**config.mk**
```make
export PLATFORM = sky130hd
export DESIGN_NAME = chs_front
export DESIGN_NICKNAME = d
export VERILOG_FILES = /design/src/hdl/chs_pkg.sv /design/src/hdl/chs_front.sv
export SDC_FILE = /design/constraint.sdc
export NUM_CORES = 1
export LEC_CHECK = 0
export ABC_CLOCK_PERIOD_IN_PS = 2530
export BUFFER_PORTS_ARGS = -buffer_cell sky130_fd_sc_hd__buf_2
export CAP_MARGIN = 20
export CORE_UTILIZATION = 40
export DETAILED_ROUTE_END_ITERATION = 7
export PLACE_DENSITY = 0.72
export SLEW_MARGIN = 20
export SYNTH_ARGS = -nofsm -noshare
export SYNTH_HDL_FRONTEND = slang
export SYNTH_SLANG_ARGS = --single-unit
```
**constraint.sdc**
```tcl
create_clock -name clk -period 2.53 [get_ports clk]
set_input_delay 0.506 -clock clk [delete_from_list [all_inputs] [get_ports clk]]
set_output_delay 0.506 -clock clk [all_outputs]
set_load 0.01 [all_outputs]
```
**src/hdl/chs_pkg.sv**
```systemverilog
// Package of the chained hash set: widths, default sizes, opcode and state types.
// Used by every module of the block; depends on nothing.
package chs_pkg;

    localparam int KEY_W        = 32;
    localparam int DEF_BUCKETS  = 1024;
    localparam int DEF_ENTRIES  = 1024;
    // Register stages of the remainder unit: reciprocal multiply, then back-multiply.
    localparam int REM_STEPS    = 2;
    localparam int STEP_CNT_W   = $clog2(REM_STEPS + 1);

    typedef enum logic [0:0] {
        OP_INSERT = 1'b0,
        OP_QUERY  = 1'b1
    } op_t;

    typedef enum logic [1:0] {
        BS_CLEAR,
        BS_IDLE,
        BS_HEAD,
        BS_WALK
    } back_state_t;

    typedef struct packed {
        logic clearing;
    } back_status_t;

endpackage

```
**src/hdl/chs_front.sv**
```systemverilog
// Front end of the chained hash set: accepts items and computes the bucket.
// The bucket is the non-negative remainder of the signed key, from a reciprocal multiply.
// Depends on chs_pkg.
module chs_front
    import chs_pkg::*;
#(
    parameter int BUCKETS = DEF_BUCKETS,
    parameter int BW      = $clog2(BUCKETS)
)
(
    input  logic                    clk,
    input  logic                    rst_n,
    input  logic                    push,
    output logic                    full,
    input  op_t                     opcode,
    input  logic signed [KEY_W-1:0] key,
    input  back_status_t            status,
    output logic                    q_push,
    input  logic                    q_full,
    output op_t                     q_op,
    output logic [KEY_W-1:0]        q_key,
    output logic [BW-1:0]           q_bucket
);

    localparam int RW = BW + 1;
    localparam logic [RW-1:0] BMOD = RW'(BUCKETS);
    // Scaled reciprocal of the modulus; the quotient it gives is low by at most one.
    localparam logic [KEY_W-1:0] RECIP = KEY_W'((64'd1 << KEY_W) / 64'(BUCKETS));

    logic                  busy_reg, busy_next;
    logic [STEP_CNT_W-1:0] cnt_reg, cnt_next;
    op_t                   op_reg;
    logic [KEY_W-1:0]      key_reg;
    logic [KEY_W-1:0]      mag_reg;
    logic [KEY_W-1:0]      quot_reg, quot_next;
    logic [RW-1:0]         rem_reg, rem_next;
    logic [RW-1:0]         rem_fix;
    logic                  done;
    logic                  accept;
    logic [RW-1:0]         bucket_full;

    assign done   = busy_reg && (cnt_reg == STEP_CNT_W'(REM_STEPS));
    assign q_push = done && !q_full;
    // A finished item can leave in the same cycle that the next one comes in.
    assign full   = status.clearing || (busy_reg && !q_push);
    assign accept = push && !full;

    // The first stage estimates the quotient of the magnitude; the second takes the
    // remainder in its low bits, where it lies below twice the modulus.
    always_comb
    begin
        quot_next = KEY_W'(({{KEY_W{1'b0}}, mag_reg} * {{KEY_W{1'b0}}, RECIP}) >> KEY_W);
        rem_next  = RW'(mag_reg) - RW'(quot_reg) * BMOD;
    end

    always_comb
    begin
        busy_next = busy_reg;
        cnt_next  = cnt_reg;
        if (q_push)
        begin
            busy_next = 1'b0;
        end
        else if (busy_reg && !done)
        begin
            cnt_next = cnt_reg + 1'b1;
        end
        if (accept)
        begin
            busy_next = 1'b1;
            cnt_next  = '0;
        end
    end

    always_ff @(posedge clk or negedge rst_n)
    begin
        if (!rst_n)
        begin
            busy_reg <= 1'b0;
            cnt_reg  <= '0;
        end
        else
        begin
            busy_reg <= busy_next;
            cnt_reg  <= cnt_next;
        end
    end

    always_ff @(posedge clk)
    begin
        if (accept)
        begin
            op_reg  <= opcode;
            key_reg <= key;
            mag_reg <= key[KEY_W-1] ? KEY_W'(-key) : key;
        end
        else if (busy_reg && !done)
        begin
            quot_reg <= quot_next;
            rem_reg  <= rem_next;
        end
    end

    assign rem_fix = (rem_reg >= BMOD) ? (rem_reg - BMOD) : rem_reg;
    // A negative key with a nonzero remainder maps to the modulus minus it.
    assign bucket_full = (key_reg[KEY_W-1] && (rem_fix != '0)) ? (BMOD - rem_fix) : rem_fix;
    assign q_op        = op_reg;
    assign q_key       = key_reg;
    assign q_bucket    = bucket_full[BW-1:0];

endmodule

```
After elaboration in Yosys (flattened, before gate mapping). Index checks and enable logic that the tools add are counted.

Add/sub/neg operators: 5. Order comparisons: 1. Equality and inequality tests: 2. Mux-type cells: 8. Bitwise operators: 1. Reduce and logical (&&, ||, !) cells: 16.

Operators with widths (count): 11-bit 2-to-1 mux (2); 11-bit greater-or-equal comparator, second input constant (1); 11-bit negation (1); 11-bit nonzero test (1); 11-bit subtractor (1); 11-bit subtractor, second input constant (1); 10-bit 2-to-1 mux (1); 1-bit by 10-bit subtractor with 10-bit output, first input constant (1); 1-bit logical AND (6); 2-bit 2-to-1 mux (3); 1-bit logical NOT (4); 2-bit AND reduction (2); 2-bit nonzero test (2); 2-bit by 1-bit adder with 2-bit output, second input constant (1); 2-bit == test, second input constant (1); 1-bit 2-to-1 mux (2); 2-bit by 1-bit inequality test with 1-bit output, second input constant (1); 1-bit logical OR (1); 1-bit inverter (1).

Bits in registers: 59. Bits of input ports: 38. Output and inout bits: 45. Logic and storage cells: 40.

Longest topological paths before layout.
Depth after elaboration: 10. Gate-level depth with buffers: 6. Depth with buffers taken out: 6.

Least setup slack after synthesis. No wires, ideal clock.

Path kind: in2reg. Start point: input port q_full. End point: register mag_reg[1] (enable). Setup time: 406 ps. Data arrival time: 1918 ps. Data required time: 2124 ps. Path slack: 206 ps. Cell stages on the path: 3. Buffers on the path: 0. Path through: nand2b_1 > a21oi_1 > and2_1.

Word-level cells in the longest chain between the ends: 7.

Ends and longest elaborated chain: start: declaration (RTL line chs_front.sv:19) `input logic q_full,`; 1-bit logical NOT (RTL line chs_front.sv:43) `assign q_push = done && !q_full;`; 1-bit logical AND (RTL line chs_front.sv:43); 1-bit logical NOT (RTL line chs_front.sv:45) `assign full = status.clearing || (busy_reg && !q_push);`; 1-bit logical AND (RTL line chs_front.sv:45); 1-bit logical OR (RTL line chs_front.sv:45); 1-bit logical NOT (RTL line chs_front.sv:46) `assign accept = push && !full;`; 1-bit logical AND (RTL line chs_front.sv:46); net accept (RTL line chs_front.sv:39) `logic accept;`; end signal: assignment (RTL line chs_front.sv:95) `mag_reg <= key[KEY_W-1] ? KEY_W'(-key) : key;`; end: declaration (RTL line chs_front.sv:34) `logic [KEY_W-1:0] mag_reg;`.

The timed path passes the listed nets, and every way through them passes these cells. A chain may end at the register's enable or synchronous reset.

Final worst setup path.
Start point: register rem_reg[5]. End point: output port q_bucket[1].

Word-level cells in the longest chain between the ends: 5. Elaborated cells between the ends (all ways): 7. Those cells by class: add/sub (2); order compare (1); mux (2); reduce/logical (2).

Ends and longest elaborated chain: start: declaration (RTL line chs_front.sv:36) `logic [RW-1:0] rem_reg, rem_next;`; start signal: assignment (RTL line chs_front.sv:100) `rem_reg <= rem_next;`; 11-bit subtractor or 11-bit greater-or-equal comparator (tied branches) (RTL line chs_front.sv:104) `assign rem_fix = (rem_reg >= BMOD) ? (rem_reg - BMOD) : rem_reg;`; 11-bit 2-to-1 mux * (RTL line chs_front.sv:104); parallel branches: the longest is 2 deep, another holds 1-bit by 10-bit subtractor with 10-bit output; 10-bit 2-to-1 mux * (RTL line chs_front.sv:106) `assign bucket_full = (key_reg[KEY_W-1] && (rem_fix != '0)) ? (BMOD - rem_fix) : rem_fix;`; end: declaration (RTL line chs_front.sv:22) `output logic [BW-1:0] q_bucket`.

Every way passes the cells marked *.

==> impl_results.md <==
* Pre-CTS WS at 0.329 ns
* Compound-Gate Fraction of Synth Area at 7.29%
* Register clock-pin slew on the reported worst setup and hold paths at 0.09 ns
* Status: finished clean
* CTS tree: done
* First-pass detailed-route iteration total at 4
* Fin nets at 264
* Area Growth Syn to Fin at 27.5%
* Die X at 75.8 um
* Post-synth ARST share at 5.45%
* Maximum VDD drop at 0.440 mV
* DRC viols at 0
* Final worst slack at 0.0815 ns
* Clock Path Buffers at 2
* Overflow after GRT at 0
* Post-synthesis cell count at 136
* R2R Setup Slk at 0.90 ns
* Largest register FFs at 32
* Internal at 1650 uW
* ANT nets after route at 0
* DIE HEIGHT at 75.8 um
* P_sw at 686 uW
* Setup TNS at 0 ns
* Core ar. at 5170 um2
* TritonCTS sink count at 55
* Hold_sp: key[23]
* Final HPWL DP at 2640 um
* Latest clock arrival within the worst-skew pair at 0.30 ns
* Die ar. at 5750 um2
* Hold endpoint: q_key[23]
* Main combinational cell family by area after synthesis: simple AND/OR/NAND/NOR gates
* Crit path DAT at 1.94 ns
* First-pass GRT wire length at 5480 um
* Tcrit/Tclk final at 96.8%
* I/O pins at 83
* Non-Filler Instances at 294
* Clk pwr share at 19.1%
* Worst-Margin Slew at 0.376 ns
* Cts bufs inserted at 5
* CP startpoint kind: flop
* CP Capture Type: output port
* Hold Fails Final Rpt at 0
* CTS H-tree lvls at 2
* Max-capacitance violation count at 0
* Power share of the combinational group at 25.3%
* Cell count after placement at 284
* Distinct cell type count after synthesis at 28
* Slew Viols, Final at 0
* CTS root buf: clkbuf_8
* Post-Syn Area at 2180 um2
* Clk_skew at 0.00250 ns
* HP Class: input pin to flop
* Design area at 2780 um2
* Port Buffers at 82
* Min Clock Period, post-route at 2.45 ns
* RSZ-0062 raised after global routing: yes
* Final GP Congestion at 0.681
* Main synth FF type: edfxtp_1
* Register bit total from synthesis at 55
* P per Cell Area at 839 nW/um2
* Drt wl/cell at 12.3 um
* Yosys warning count at 0
* Req. time, crit path at 2.02 ns
* Mean post-synth cell area at 16.0 um2
* Initial Util at 42.1%
* Synth Area in Adders at 1.72%
* Synth top area share at 71.6%
* Peak Freq at 0.408 GHz
* Sequential-to-total area share from yosys stat at 75.1%
* Vias at 1386
* Total wire length at 3620 um
* Headroom to the max-slew limit at 74.9%
* Antenna diodes at 0
* R2R depth at 6
* CP max FO at 6
* Leakage at 0.00112 uW
* Hold Path Depth at 1
* Sw frac at 29.4%
* R2R Path End: q_key[4]
* Num rows at 26
* Simple-gate share of the synthesized area at 8.44%
* EDFF count, synth at 52
* Reg2reg start: cnt_reg[0]
* Antenna violations before repair at 0
* Seq pwr share at 55.6%
* Kind of critical path: flop to output port
* Synth area leader: edfxtp_1
* Largest net degree at the start of global routing at 46
* Overall Global Routing Usage at 13.4%
* XOR/XNOR Fraction of Synth Area at 4.82%
* Placed inst area at 2670 um2
* Pwr Total at 2330 uW
* Vias per Instance at 4.71
* Share of layout cells above drive strength 1 at 42.9%
* Mux contribution to synthesized area at 0%
* Drt first-iter violations at 44
* Mapped Nets at 177
* Number of global-route vias before repair at 1277
* Setup Viol. Count Final at 0
* Top post-synthesis cells by area: edfxtp_1 (72%), xnor2_1 (4.8%), dfrtp_1 (3.4%)
placed cells by master (no fill, tap or decap), drive strengths merged:
cell type / count
or4: 1
dlygate4sd3: 1
a21oi: 1
nand2: 11
o31ai: 6
o21ai: 7
dfrtp: 3
o41ai: 1
nand2b: 5
xnor2: 12
a21o: 4
clkbuf: 6
edfxtp: 52
nor3: 3
inv: 8
or3: 5
ha: 3
buf: 84
nor2: 2
nor4: 1
clkinv: 2
or3b: 1
nor2b: 1
and2: 1
o22ai: 2
a211o: 1
per-layer routing:
| metal | track usage (%) | share of wire, % |
|---|---|---|
| met5 | 0 | 0 |
| met4 | 6.79 | 2.0 |
| met3 | 7.01 | 11 |
| met2 | 21.4 | 47 |
| met1 | 14.5 | 40 |
per-stage QoR:
step | hold slack (ns) | util, %
after global routing | 0.363 | 53.7
after global placement | 0.307 | 51.6
after floorplan | 0.210 | -
after detailed placement | 0.306 | 51.6
after CTS | 0.366 | 53.4
final | 0.374 | 53.7
worst max-delay path, stage by stage, from the launching register on:
cell,delay [ns]
edfxtp_1,0.43
or3_4,0.45
nor4_4,0.38
nor2b_1,0.08
o22ai_1,0.15
buf_2,0.15
cells by family after synthesis:
logic type | after synthesis
compound gates | 22
xor+xnor | 12
fa+ha+maj | 3
buf+inv | 13
flops | 55
simple gates | 31
timing repair:
| action | in CTS | in global routing |
|---|---|---|
| resized for setup | 0 | 2 |
| setup buffers | 0 | 1 |
| hold buffers | 1 | 0 |
| setup endpoints to repair | 4 | 5 |
| pin swaps | 1 | 2 |
| hold endpoints to repair | 3 | 0 |
area by class of cell:
cell class                 instances  area (um2)
fill                             440        2390
sequential                        55        1640
multi-input combinational         68         497
timing repair buffer              85         448
tap                               70        87.6
clock buffer                       6        72.6
inverter                           8        30.0
clock inverter                     2        7.51
worst max path at each step:
stage / start / slack (ns) / endpoint
floorplan: q_full / 0.21 / mag_reg[1]
global placement: rem_reg[3] / 0.37 / q_bucket[3]
detailed placement: rem_reg[3] / 0.33 / q_bucket[1]
CTS: rem_reg[3] / 0.01 / q_bucket[7]
global route: rem_reg[5] / -0.02 / q_bucket[5]
finish: rem_reg[5] / 0.08 / q_bucket[1]
synth_stat cells (2+ instances only):
library cell	count
buf_4	2
ha_1	3
nor3_1	3
dfrtp_1	3
edfxtp_1	52
xnor2_1	12
a21o_1	4
nand2_1	11
or3_1	4
inv_1	8
o31ai_1	5
o21ai_1	2
o22ai_1	2
o21ai_0	5
nor2_1	2
nand2b_1	5
clkbuf_1	2
power by group through the flow:
stage               registers, uW  clock network, uW  logic (uW)
floorplan                    1330                  0         345
global placement             1310                  0         565
detailed placement           1320                  0         579
CTS                          1300                462         582
global route                 1320                490         668
finish                       1300                447         589
(Power assumes the default switching activity.)
