<file path="src/hdl/chs_pkg.sv">
// Package of the chained hash set: widths, default sizes, opcode and state types.
// Used by every module of the block; depends on nothing.
package chs_pkg;

    localparam int KEY_W        = 32;
    localparam int DEF_BUCKETS  = 1024;
    localparam int DEF_ENTRIES  = 1024;
    // Register stages of the remainder unit: reciprocal multiply, then back-multiply.
    localparam int REM_STEPS    = 2;
    localparam int STEP_CNT_W   = $clog2(REM_STEPS + 1);

    typedef enum logic [0:0] {
        OP_INSERT = 1'b0,
        OP_QUERY  = 1'b1
    } op_t;

    typedef enum logic [1:0] {
        BS_CLEAR,
        BS_IDLE,
        BS_HEAD,
        BS_WALK
    } back_state_t;

    typedef struct packed {
        logic clearing;
    } back_status_t;

endpackage

</file>
<file path="src/hdl/chs_queue.sv">
// Two-entry queue that decouples the front end from the table engine.
// Depends on chs_pkg for the default width.
module chs_queue
    import chs_pkg::*;
#(
    parameter int W = KEY_W + 2
)
(
    input  logic         clk,
    input  logic         rst_n,
    input  logic         push,
    output logic         full,
    input  logic [W-1:0] wdata,
    input  logic         pop,
    output logic         empty,
    output logic [W-1:0] rdata
);

    logic [W-1:0] slot_reg [2];
    logic         wptr_reg, wptr_next;
    logic         rptr_reg, rptr_next;
    logic [1:0]   count_reg, count_next;
    logic         do_push, do_pop;

    assign full    = (count_reg == 2'd2);
    assign empty   = (count_reg == 2'd0);
    assign do_push = push && !full;
    assign do_pop  = pop && !empty;
    assign rdata   = slot_reg[rptr_reg];

    always_comb
    begin
        wptr_next  = wptr_reg ^ do_push;
        rptr_next  = rptr_reg ^ do_pop;
        count_next = count_reg + {1'b0, do_push} - {1'b0, do_pop};
    end

    always_ff @(posedge clk or negedge rst_n)
    begin
        if (!rst_n)
        begin
            wptr_reg  <= 1'b0;
            rptr_reg  <= 1'b0;
            count_reg <= 2'd0;
        end
        else
        begin
            wptr_reg  <= wptr_next;
            rptr_reg  <= rptr_next;
            count_reg <= count_next;
        end
    end

    always_ff @(posedge clk)
    begin
        if (do_push)
        begin
            slot_reg[wptr_reg] <= wdata;
        end
    end

endmodule

</file>
<file path="config.mk">
export PLATFORM = sky130hd
export DESIGN_NAME = chs_queue
export DESIGN_NICKNAME = d
export VERILOG_FILES = /design/src/hdl/chs_pkg.sv /design/src/hdl/chs_queue.sv
export SDC_FILE = /design/constraint.sdc
export NUM_CORES = 1
export LEC_CHECK = 0
export ABC_AREA = 1
export BUFFER_PORTS_ARGS = -buffer_cell sky130_fd_sc_hd__clkbuf_2
export CAP_MARGIN = 20
export CELL_PAD_IN_SITES_DETAIL_PLACEMENT = 1
export CELL_PAD_IN_SITES_GLOBAL_PLACEMENT = 1
export CORE_UTILIZATION = 42
export DETAILED_ROUTE_END_ITERATION = 8
export GPL_ROUTABILITY_DRIVEN = 0
export GPL_TIMING_DRIVEN = 1
export PLACE_DENSITY = 0.81
export RECOVER_POWER = 100
export SYNTH_ARGS = -nofsm -noshare
export SYNTH_HDL_FRONTEND = slang
export SYNTH_SLANG_ARGS = --single-unit
</file>
<file path="constraint.sdc">
create_clock -name clk -period 6.2 [get_ports clk]
set_clock_uncertainty 0.15 [all_clocks]
set_input_delay 1.24 -clock clk [delete_from_list [all_inputs] [get_ports clk]]
set_output_delay 1.24 -clock clk [all_outputs]
set_load 0.005 [all_outputs]
</file>
Yosys cells after proc, flatten, opt, wreduce, memory -nomap -nowiden
Memories as Yosys holds them, arrays and structs flattened.
Index checks and enable logic that the tools add are counted.

operators by class
  $add $sub $neg = 2
  eq/ne operators = 1
  muxes and demuxes = 2
  bitwise operators = 2
  reduce and logical (&&, ||, !) cells = 5

operators with widths
  cell                  number
  $add A2 B1 Y2         1
  $eq A2 B2 Y1 const B  1
  $logic_and A1 B1 Y1   2
  $logic_not A1 Y1      2
  $logic_not A2 Y1      1
  $mux W1               2
  $sub A2 B1 Y2         1
  $xor A1 B1 Y1         2

storage, ports and cells
  flip-flop bits (word level) = 4
  RAM bits = 68
  logic and storage cells = 16
  memories kept = 1

memory list
  name      words  width  rd ports  clocked after memory_dff  wr ports  RTL line         RTL
  slot_reg  2      34     1         0                         1         chs_queue.sv:19  logic [W-1:0] slot_reg [2];

Depth between registers and ports, before layout
Gate-level depths: netlist (run 1).

  word-level depth = 5
  depth in mapped cells = 10
  gate-level depth less buffers = 10

Worst setup path before layout (run 1)
No wires, ideal clock.

  path type = input port to flip-flop
  start = input port push
  end = memory slot_reg[1][0] (netlist name) (enable)
  library setup time = 0.394 ns
  arrival = 2.293 ns
  setup slack = 3.363 ns
  stages on the path = 3
  path buffers = 0
  path through = o21ai_0 > inv_1 > ha_1

between the ends
  word-level cells in the longest chain between the ends = 3

ends and longest elaborated chain
  item                           RTL line         RTL
  start, declared                chs_queue.sv:11  input logic push,
  $logic_and A1 B1 Y1            chs_queue.sv:27  assign do_push = push && !full;
  $mux W1                        chs_queue.sv:56  if (do_push)
  $mux W1 (not written as such)  chs_queue.sv:58  slot_reg[wptr_reg] <= wdata;
  end, declared                  chs_queue.sv:19

No other way between the ends.

Worst setup path after layout (run 1)
  start = register rptr_reg
  end = output port rdata[25]

between the ends
  word-level cells in the longest chain between the ends = 1

ends and longest elaborated chain
  item                    RTL line         RTL
  start, declared         chs_queue.sv:21  logic rptr_reg, rptr_next;
  start signal, assigned  chs_queue.sv:49  rptr_reg <= rptr_next;
  $mem_v2 Z2 W34          n/a
  end, declared           chs_queue.sv:16  output logic [W-1:0] rdata

No other way between the ends.

==> results of run 1 <==
==> final timing paths <==
check,end,slack [ps],cells past startpoint
hold / removal,count_reg[0],440,1
min in group asynchronous,wptr_reg,590,1
max in group asynchronous,rptr_reg,5100,1
setup / recovery,rdata[25],2330,5
setup reg to reg,slot_reg[0][31],3650,4
hold reg to reg,count_reg[0],440,1
==> power breakdown <==
part	switching [uW]	internal, uW	total [uW]
Sequential	41.4	671	713
Combinational	293	153	446
Clock	163	264	427
Total	498	1090	1590
==> stage by stage <==
step                hold WS, ps  setup slack [ps]
floorplan                   367              3360
finish                      436              2330
global route                468              2050
global placement            383              3380
CTS                         437              2980
detailed placement          421              3330
==> Yosys cell counts (all sizes together) <==
library cell	instances
buf	7
dfrtp	4
edfxtp	68
ha	4
inv	11
nand2	111
nand3	2
nor2	1
o21ai	1
==> kinds of logic after synthesis <==
kind of cell	synth area share [%]
and+or+nand+nor	16.4
AOI/OAI and AO/OA	0.180
DFF	77.0
adders and majority gates	1.80
buffers and inverters	4.63
==> layer usage <==
layer / GRT usage (%) / wire (microns)
met5: 0 / 0
met3: 4.57 / 246
met1: 17.5 / 2130
met4: 6.58 / 55
met2: 28.1 / 2730
==> area by class of cell <==
type,instances,area (sq um),share of cell area [%]
Sequential cell,72,2140,64.3
Multi-Input combinational cell,119,488,14.6
Timing Repair Buffer,74,323,9.69
Clock buffer,9,124,3.72
Clock inverter,7,110,3.30
Tap cell,77,96.3,2.89
Inverter,11,48.8,1.46
==> metrics.md, run 1 <==
| Metric | Value |
|---|---|
| Post-layout instance area | 3330 sq um |
| Ant diodes | 0 |
| H-tree Lvls | 3 |
| Vias | 1,712 |
| Worst path bufs/invs | 3 |
| Die Y | 83.4 microns |
| Delay-heaviest family, CP | buffers and inverters |
| DR WL/cell | 14.0 microns |
| Routed Antenna Nets | 0 |
| Worst slew margin | -5.40% |
| Post-Route Utilization | 52.2% |
| Synth top area cells | edfxtp_1, nand2_1, dfrtp_1 |
| Clock-pin slew on the worst setup and hold paths | 70 ps |
| Synthesized flop and latch total | 72 |
| Cts bufs inserted | 9 |
| Worst-margin pin slew | 1580 ps |
| CTS max path bufs | 2 |
| GRT Util Overall | 15.8% |
| Number of cell rows | 29 |
| Fin crit share | 62.5% |
| Setup crit start kind | flip-flop |
| Count of cell types in the netlist | 13 |
| DRC | 0 |
| Placed Area | 3180 sq um |
| Status | complete, but fails checks |
| Yosys top cell by area | edfxtp_1 |
| RSZ-0062 raised after global routing | no |
| Hold path start | count_reg[0] |
| CTS tree | built |
| Most frequent cells in the layout | nand2_1, edfxtp_1, clkbuf_1, clkbuf_2, inv_1 |
| Leak pwr | 0.00141 uW |
| WL final | 5160 microns |
| Filler instances | 703 |
| Critical path's slowest cell | clkbuf_1 |
| Total I/O pin count | 74 |
| Post-CTS Resized | 0 |
| PortBufs | 73 |
| Drt initial violations | 52 |
| Root buf cell | clkbuf_8 |
| Setup crit start | rptr_reg |
| Total iterations of the first detailed-routing run | 4 |
| Layout cells sized above 1 | 17.8% |
| Failing checks | capacitance limit, slew limit |
| Initial antenna violation count | 0 |
| Avg Inst Size Synth | 13.3 sq um |
| Largest net degree at the start of global routing | 36 |
| Crit. End Element | output port |
| Clock latency on the worst-skew pair | 340 ps |
| Hold-fix buffers, CTS | 0 |
| Die footprint | 6950 sq um |
| Pwr Density | 476 nW/um^2 |
| Net count reported at finish | 329 |
| Number of vias per cell | 4.64 |
| Yosys top cell area share | 73.4% |
| CP max stage delay | 940 ps |
| Worst Path Max Fanout | 35 |
| Initial Util | 43.6% |
| Post-placement cell count | 353 |
| Grt ovf | 0 |
| CTS Sinks | 72 |
| Setup tns final | 0 ps |
| Core area | 6390 sq um |
| Fin cells | 369 |
| Min cycle time layout | 3870 ps |
| DP Wirelength | 3480 microns |
| Count of pins over their slew limit | 70 |
| Worst Path Arrival | 2480 ps |
| Vias in the first global route | 1,757 |
| Sequential element share of the synthesized area | 77.0% |
| Final Hold Viols | 0 |
| Mapped Nets | 251 |
| Die width | 83.4 microns |
| FF-to-FF Start | count_reg[1] |
| Worst vdd ir | 0.000314 V |
| WS Path Type | flip-flop to output port |
| Largest register FFs | 68 |
| Hold crit path type | flip-flop to flip-flop |
| First-pass GRT wire length | 8130 microns |
| # Post-CTS Setup Buffers | 0 |
| Post-Syn Area | 2780 sq um |
| Gate Count Post-Synth | 209 |
| Tot Pwr | 1590 uW |
| Max-cap violations | 2 |
| Final Setup Violations | 0 |
| Area growth syn-to-layout | 19.8% |
| Critical path, cell by cell | clkbuf_1 > inv_8 > nand2_1 > nand2_1 > clkbuf_1 |
| Max Freq | 258 MHz |
| Worst EP required | 4810 ps |
| Synth warn | 0 |
| Leading cell type in the layout, fill and taps excluded | nand2_1 |
(Power assumes the default switching activity.)
==> run 2, diff against run 1 <==
CORE_UTILIZATION = 37   (was 42)
PLACE_DENSITY = 0.76   (was 0.81)
clock period = 3.55 ns   (was 6.2 ns; I/O delays follow)
==> metrics.md, run 2 (synthesis gave the netlist of run 1 again) <==
| Metric | Value |
|---|---|
| Cell count along the critical path | 4 (-1) |
| Initial Util | 38.3% (-5.2 points) |
| Switching power | 850 uW (+71%) |
| RSZ-0062 raised after global routing | no |
| CTS Sinks | 72 (unchanged) |
| Vias | 1,723 (+0.64%) |
| CTS tree | built |
| Clock-pin slew on the worst setup and hold paths | 70 ps (about the same) |
| Worst vdd ir | 0.000306 V (-2.6%) |
| Drt initial violations | 73 (+40%) |
| Worst-margin pin slew | 1640 ps (+58.5 ps) |
| WL final | 5300 microns (+2.7%) |
| Dpl ws | 1160 ps (-2170 ps) |
| Total iterations of the first detailed-routing run | 4 (unchanged) |
| Hold crit path type | input port to async pin |
| Pwr Density | 804 nW/um^2 (+69%) |
| Fin Hold WS | 59.3 ps (-377 ps) |
| Hold-fix buffers, CTS | 0 (unchanged) |
| Setup tns final | 0 ps (unchanged) |
| Routed Antenna Nets | 0 (unchanged) |
| PortBufs | 73 (unchanged) |
| Worst EP required | 2690 ps (-2120 ps) |
| Leak pwr | 0.00137 uW (-3.0%) |
| DR WL/cell | 13.6 microns (-2.8%) |
| Worst path bufs/invs | 2 (-1) |
| First-pass GRT wire length | 8390 microns (+3.2%) |
| Largest register FFs | 68 (unchanged) |
| Final Hold Viols | 0 (unchanged) |
| CTS max path bufs | 2 (unchanged) |
| CP max stage delay | 870 ps (-70 ps) |
| Post-route setup slack | 852 ps (-1470 ps) |
| Setup crit start kind | flip-flop |
| Area growth syn-to-layout | 19.1% |
| Leading cell type in the layout, fill and taps excluded | nand2_1 |
| Initial antenna violation count | 0 (unchanged) |
| WS Path Type | flip-flop to output port |
| Root buf cell | clkbuf_8 |
| Sw Share | 31.9% (+0.53 points) |
| Power share of the clock group | 24.9% (-2.0 points) |
| Filler instances | 830 (+18%) |
| H-tree Lvls | 3 (unchanged) |
| Number of vias per cell | 4.42 (-4.8%) |
| Max-cap violations | 2 (unchanged) |
| Post-Route Utilization | 45.7% (-6.5 points) |
| Critical path, cell by cell | buf_4 > nand2_1 > nand2_1 > clkbuf_1 |
| Vias in the first global route | 1,721 (-2.0%) |
| Reg power frac | 47.5% (+2.5 points) |
| Largest net degree at the start of global routing | 36 (unchanged) |
| Min cycle time layout | 2700 ps |
| Comb power frac | 27.6% (-0.5 points) |
| Clock latency on the worst-skew pair | 330 ps (about the same) |
| Die footprint | 7870 sq um (+13%) |
| Worst Path Max Fanout | 21 (-40%) |
| Grt ovf | 0 (unchanged) |
| Count of pins over their slew limit | 70 (unchanged) |
| Total I/O pin count | 74 (unchanged) |
| Ant diodes | 0 (unchanged) |
| Die Y | 88.7 microns (+6.4%) |
| Cts bufs inserted | 9 (unchanged) |
| Failing checks | capacitance limit, slew limit |
| Internal | 1810 uW (+67%) |
| Worst slew margin | -9.31% (-3.9 points) |
| # Post-CTS Setup Buffers | 0 (unchanged) |
| Layout cells sized above 1 | 13.4% (-4.4 points) |
| Delay-heaviest family, CP | flip-flops |
| Number of cell rows | 31 (+6.9%) |
| Worst Path Arrival | 1840 ps (-640 ps) |
| Fin crit share | 76.0% |
| Post-CTS Resized | 0 (unchanged) |
| Final Setup Violations | 0 (unchanged) |
| Crit. End Element | output port |
| Status | complete, but fails checks |
| FF-to-FF path depth | 4 (unchanged) |
| Net count reported at finish | 329 (unchanged) |
| Critical path's slowest cell | dfrtp_1 |
| Core area | 7250 sq um (+14%) |
| DP Wirelength | 3520 microns (+1.3%) |
| Max Freq | 371 MHz |
| GRT Util Overall | 15.2% (-0.61 points) |
| Most frequent cells in the layout | nand2_1, edfxtp_1, clkbuf_1, clkbuf_2, inv_1 |
| DRC | 0 (unchanged) |
| Crit path top cell by count | nand2_1 |
| Die width | 88.7 microns (+6.4%) |
## run 2: cell types whose count changed in the layout (fill, tap and decap cells not counted), sizes merged
cell      previous run  this run
buf                  1         2
bufinv               3         2
clkinvlp             1         0
## run 2: worst paths after layout
| kind | start | to | slack (ps) |
|---|---|---|---|
| worst max-delay path | rptr_reg | rdata[32] | 850 |
| worst min-delay path | rst_n | wptr_reg | 60 |
| worst max register to register | count_reg[1] | slot_reg[0][28] | 970 |
| worst min register to register | count_reg[0] | count_reg[0] | 400 |
| max in group asynchronous | rst_n | rptr_reg | 2990 |
| min in group clk | count_reg[0] | count_reg[0] | 400 |
## run 2: through the flow
stage	cells	total power [uW]	instance area, sq um
final	390	2660	3310
after floorplan	209	1790	2780
after global placement	375	2060	3200
after global routing	390	2880	3310
after detailed placement	375	2100	3200
after CTS	390	2770	3400
## run 2: power groups by stage
stage	sequential (uW)	clock (uW)	combinational, uW
6_report	1270	663	734
3_5_place_dp	1290	0	819
4_1_cts	1270	681	824
3_3_place_gp	1270	0	792
5_1_grt	1290	726	868
2_1_floorplan	1230	0	561
## run 2: per-layer routing
| metal | GRT usage [%] | part of all wire [%] |
|---|---|---|
| met5 | 0 | 0 |
| met4 | 7.18 | 1.7 |
| met3 | 4.57 | 4.9 |
| met2 | 26.2 | 52 |
| met1 | 17.2 | 41 |
## run 2: area by class of cell
| cell class | instances | area, sq um | area share (%) |
|---|---|---|---|
| flip-flops and latches | 72 | 2140 | 64.7 |
| multi-input cells | 119 | 485 | 14.7 |
| repair buffers | 74 | 313 | 9.44 |
| clock buffers | 10 | 128 | 3.85 |
| well taps | 99 | 124 | 3.74 |
| clock inverters | 5 | 72.6 | 2.19 |
| inverters | 11 | 48.8 | 1.47 |
==> run 3, diff against run 2 <==
ABC_AREA = 0   (was 1)
CORE_UTILIZATION = 40   (was 37)
clock period = 2.3 ns   (was 3.55 ns; I/O delays follow)
==> metrics.md, run 3 <==
| Metric | Value |
|---|---|
| Status | complete, no violations |
| Crit path to | rdata[30] |
| Area growth syn-to-layout | 19.6% |
| Clock-pin slew on the worst setup and hold paths | 70 ps (about the same) |
| Vias in the first global route | 1,416 (-18%) |
| Power share of the clock group | 27.8% (+2.9 points) |
| Count of cell types in the netlist | 15 (+2) |
| Post-Syn Area | 2820 sq um (+1.5%) |
| Top-count cell post-synth | edfxtp_1 |
| Synth top area cells | edfxtp_1, mux2_4, dfrtp_1 |
| Initial antenna violation count | 0 (unchanged) |
| Synthesized flop and latch total | 72 (unchanged) |
| Top cells by count, synth | edfxtp_1, mux2_4, mux2_2 |
| Leading cell type in the layout, fill and taps excluded | edfxtp_1 |
| Largest register FFs | 68 (unchanged) |
| Count of pins over their slew limit | 0 (-100%) |
| Cts bufs inserted | 9 (unchanged) |
| Post-layout instance area | 3380 sq um (+1.9%) |
| Grt ovf | 0 (unchanged) |
| Net count reported at finish | 255 (-22%) |
| Yosys top cell by area | edfxtp_1 |
| Number of enable flip-flop cells after synthesis | 68 (unchanged) |
| Ant diodes | 0 (unchanged) |
| Pwr Density | 1230 nW/um^2 (+52%) |
| Gate Count Post-Synth | 126 (-40%) |
| WL final | 4770 microns (-10%) |
| Vias | 1,388 (-19%) |
| Worst vdd ir | 0.000495 V (+62%) |
| Multi-input gate area | 494 sq um (+1.8%) |
| Setup crit start | rptr_reg |
| Total I/O pin count | 74 (unchanged) |
| Setup tns final | 0 ps (unchanged) |
| Total iterations of the first detailed-routing run | 3 (-1) |
| WS Path Type | flip-flop to output port |
| Placed Area | 3290 sq um (+2.7%) |
| Min cycle time layout | 2120 ps |
| Avg Inst Size Synth | 22.4 sq um (+68%) |
| Sw Share | 26.8% (-5.1 points) |
| Yosys top cell area share | 72.3% (-1.1 points) |
| Hold path start | wdata[24] |
| Largest net degree at the start of global routing | 24 (-33%) |
| Setup crit start kind | flip-flop |
| Switching power | 1110 uW (+31%) |
| Reg power frac | 45.6% (-1.9 points) |
| DR WL/cell | 15.2 microns (+12%) |
| Layout cells sized above 1 | 32.1% (+19 points) |
| Die footprint | 7400 sq um (-5.9%) |
| CTS Sinks | 72 (unchanged) |
| FF-to-FF path depth | 4 (unchanged) |
| Worst Path Max Fanout | 23 (+9.5%) |
| Post-synth ARST share | 5.56% (unchanged) |
| Max-cap violations | 0 (-2) |
| Worst Path Arrival | 1510 ps (-330 ps) |
| Hold crit path type | input port to flip-flop |
| Number of vias per cell | 4.42 (about the same) |
| GRT Util Overall | 13.3% (-1.9 points) |
| CTS tree | built |
| Root buf cell | clkbuf_8 |
| Leak pwr | 0.00126 uW (-8.3%) |
| Worst EP required | 1690 ps (-1000 ps) |
| Mapped Nets | 168 (-33%) |
| Clock latency on the worst-skew pair | 330 ps (about the same) |
| Routed Antenna Nets | 0 (unchanged) |
| Worst R2R End | slot_reg[0][3] |
| RSZ-0062 raised after global routing | no |
| Sequential element share of the synthesized area | 75.9% (-1.2 points) |
| PortBufs | 73 (unchanged) |
| FF-to-FF Start | count_reg[0] |
| Number of cell rows | 30 (-3.2%) |
| Comb power frac | 26.6% (-1.0 points) |
| Internal | 3030 uW (+67%) |
| Die width | 86.0 microns (-3.0%) |
| Worst R2R Setup Slack | 290 ps (-680 ps) |
| Max Freq | 472 MHz |
| CTS max path bufs | 2 (unchanged) |
| Top_reg_cell synth | edfxtp_1 |
| Core area | 6790 sq um (-6.3%) |
| DRC | 0 (unchanged) |
| Final Setup Violations | 0 (unchanged) |
| Post-CTS Resized | 0 (unchanged) |
| Most frequent cells in the layout | edfxtp_1, clkbuf_2, clkbuf_1, mux2_1, clkbuf_8 |
| Filler instances | 686 (-17%) |
| Crit. End Element | output port |
| H-tree Lvls | 3 (unchanged) |
| Register area | 2140 sq um (about the same) |
| Drt initial violations | 67 (-8.2%) |
| Final Hold Viols | 0 (unchanged) |
| Initial Util | 41.6% (+3.2 points) |
| Worst slew margin | 49.4% (+59 points) |
| Die Y | 86.0 microns (-3.0%) |
| Fin crit share | 92.1% |
| First-pass GRT wire length | 6930 microns (-17%) |
| Synth warn | 0 (unchanged) |
| DP Wirelength | 3310 microns (-6.0%) |
| Worst-margin pin slew | 759 ps (-880 ps) |
## run 3: changes by cell type after synthesis, sizes merged
cell	before	now
and2	0	1
buf	7	4
inv	11	4
mux2	0	34
nand2	111	1
nand2b	0	1
nand3	2	0
o21a	0	1
o21ai	1	0
xnor2	0	2
xor2	0	1
## run 3: through the flow
| step | util (%) | instances | setup WS (ps) | hold WS (ps) | power, uW |
|---|---|---|---|---|---|
| after detailed placement | 48.4 | 297 | 483 | 132 | 3320 |
| after global placement | 48.4 | 297 | 491 | 127 | 3280 |
| final | 49.7 | 314 | 181 | 166 | 4140 |
| after global routing | 49.7 | 314 | 89.6 | 149 | 4370 |
| after CTS | 52.0 | 314 | 109 | 145 | 4490 |
| after floorplan | - | 126 | 231 | 14.4 | 2910 |
## run 3: worst min path at each step
stage	to	slack, ps	cells past startpoint
CTS	slot_reg[1][24]	140	1
global route	slot_reg[0][25]	150	1
global placement	count_reg[0]	130	1
floorplan	count_reg[0]	10	0
finish	slot_reg[1][24]	170	1
detailed placement	count_reg[0]	130	1
## run 3: area by class of cell
type | count | share of cell area [%]
clock buffer | 10 | 3.78
tap | 96 | 3.56
multi-input combinational | 46 | 14.6
sequential | 72 | 63.5
clock inverter | 6 | 3.19
timing repair buffer | 80 | 10.9
inverter | 4 | 0.445
## run 3: cell families (layout without fill, tap and decap cells)
| family | after synthesis | in the layout | synth area share [%] |
|---|---|---|---|
| multiplexers | 34 | 34 | 17.4 |
| AND/OR/NAND/NOR | 4 | 4 | 0.709 |
| adder cells (fa/ha/maj) | 4 | 4 | 1.77 |
| flip-flops | 72 | 72 | 75.9 |
| buffers and inverters | 8 | 100 | 3.06 |
| AO/OA/AOI/OAI | 1 | 1 | 0.266 |
| XOR/XNOR | 3 | 3 | 0.931 |
## run 3: worst max-delay path, cell delays in order, from the launching register on
cell	delay, ps
dfrtp_2	360
buf_4	310
mux2_1	390
clkbuf_2	120
## run 3: layer usage
layer  wire, microns  track usage (%)  vias up  part of all wire [%]
met1            2140             15.3      676                    45
met5               0                0        -                     0
met3             290             4.72        6                   6.1
li1                -                -      656                     -
met2            2260             21.5       50                    48
met4              74             7.73        0                   1.6
## run 3: timing repair
| item | 4_1_cts | 5_1_grt |
|---|---|---|
| hold buffers | 1 | 0 |
| buffers inserted | 0 | 0 |
| endpoints found under the hold margin | 4 | 0 |
## run 3: power groups by stage
stage	logic [uW]	registers, uW	clock network [uW]
CTS	1400	1900	1190
global placement	1380	1900	0
global route	1220	1910	1240
floorplan	1010	1900	0
detailed placement	1400	1920	0
finish	1100	1890	1150
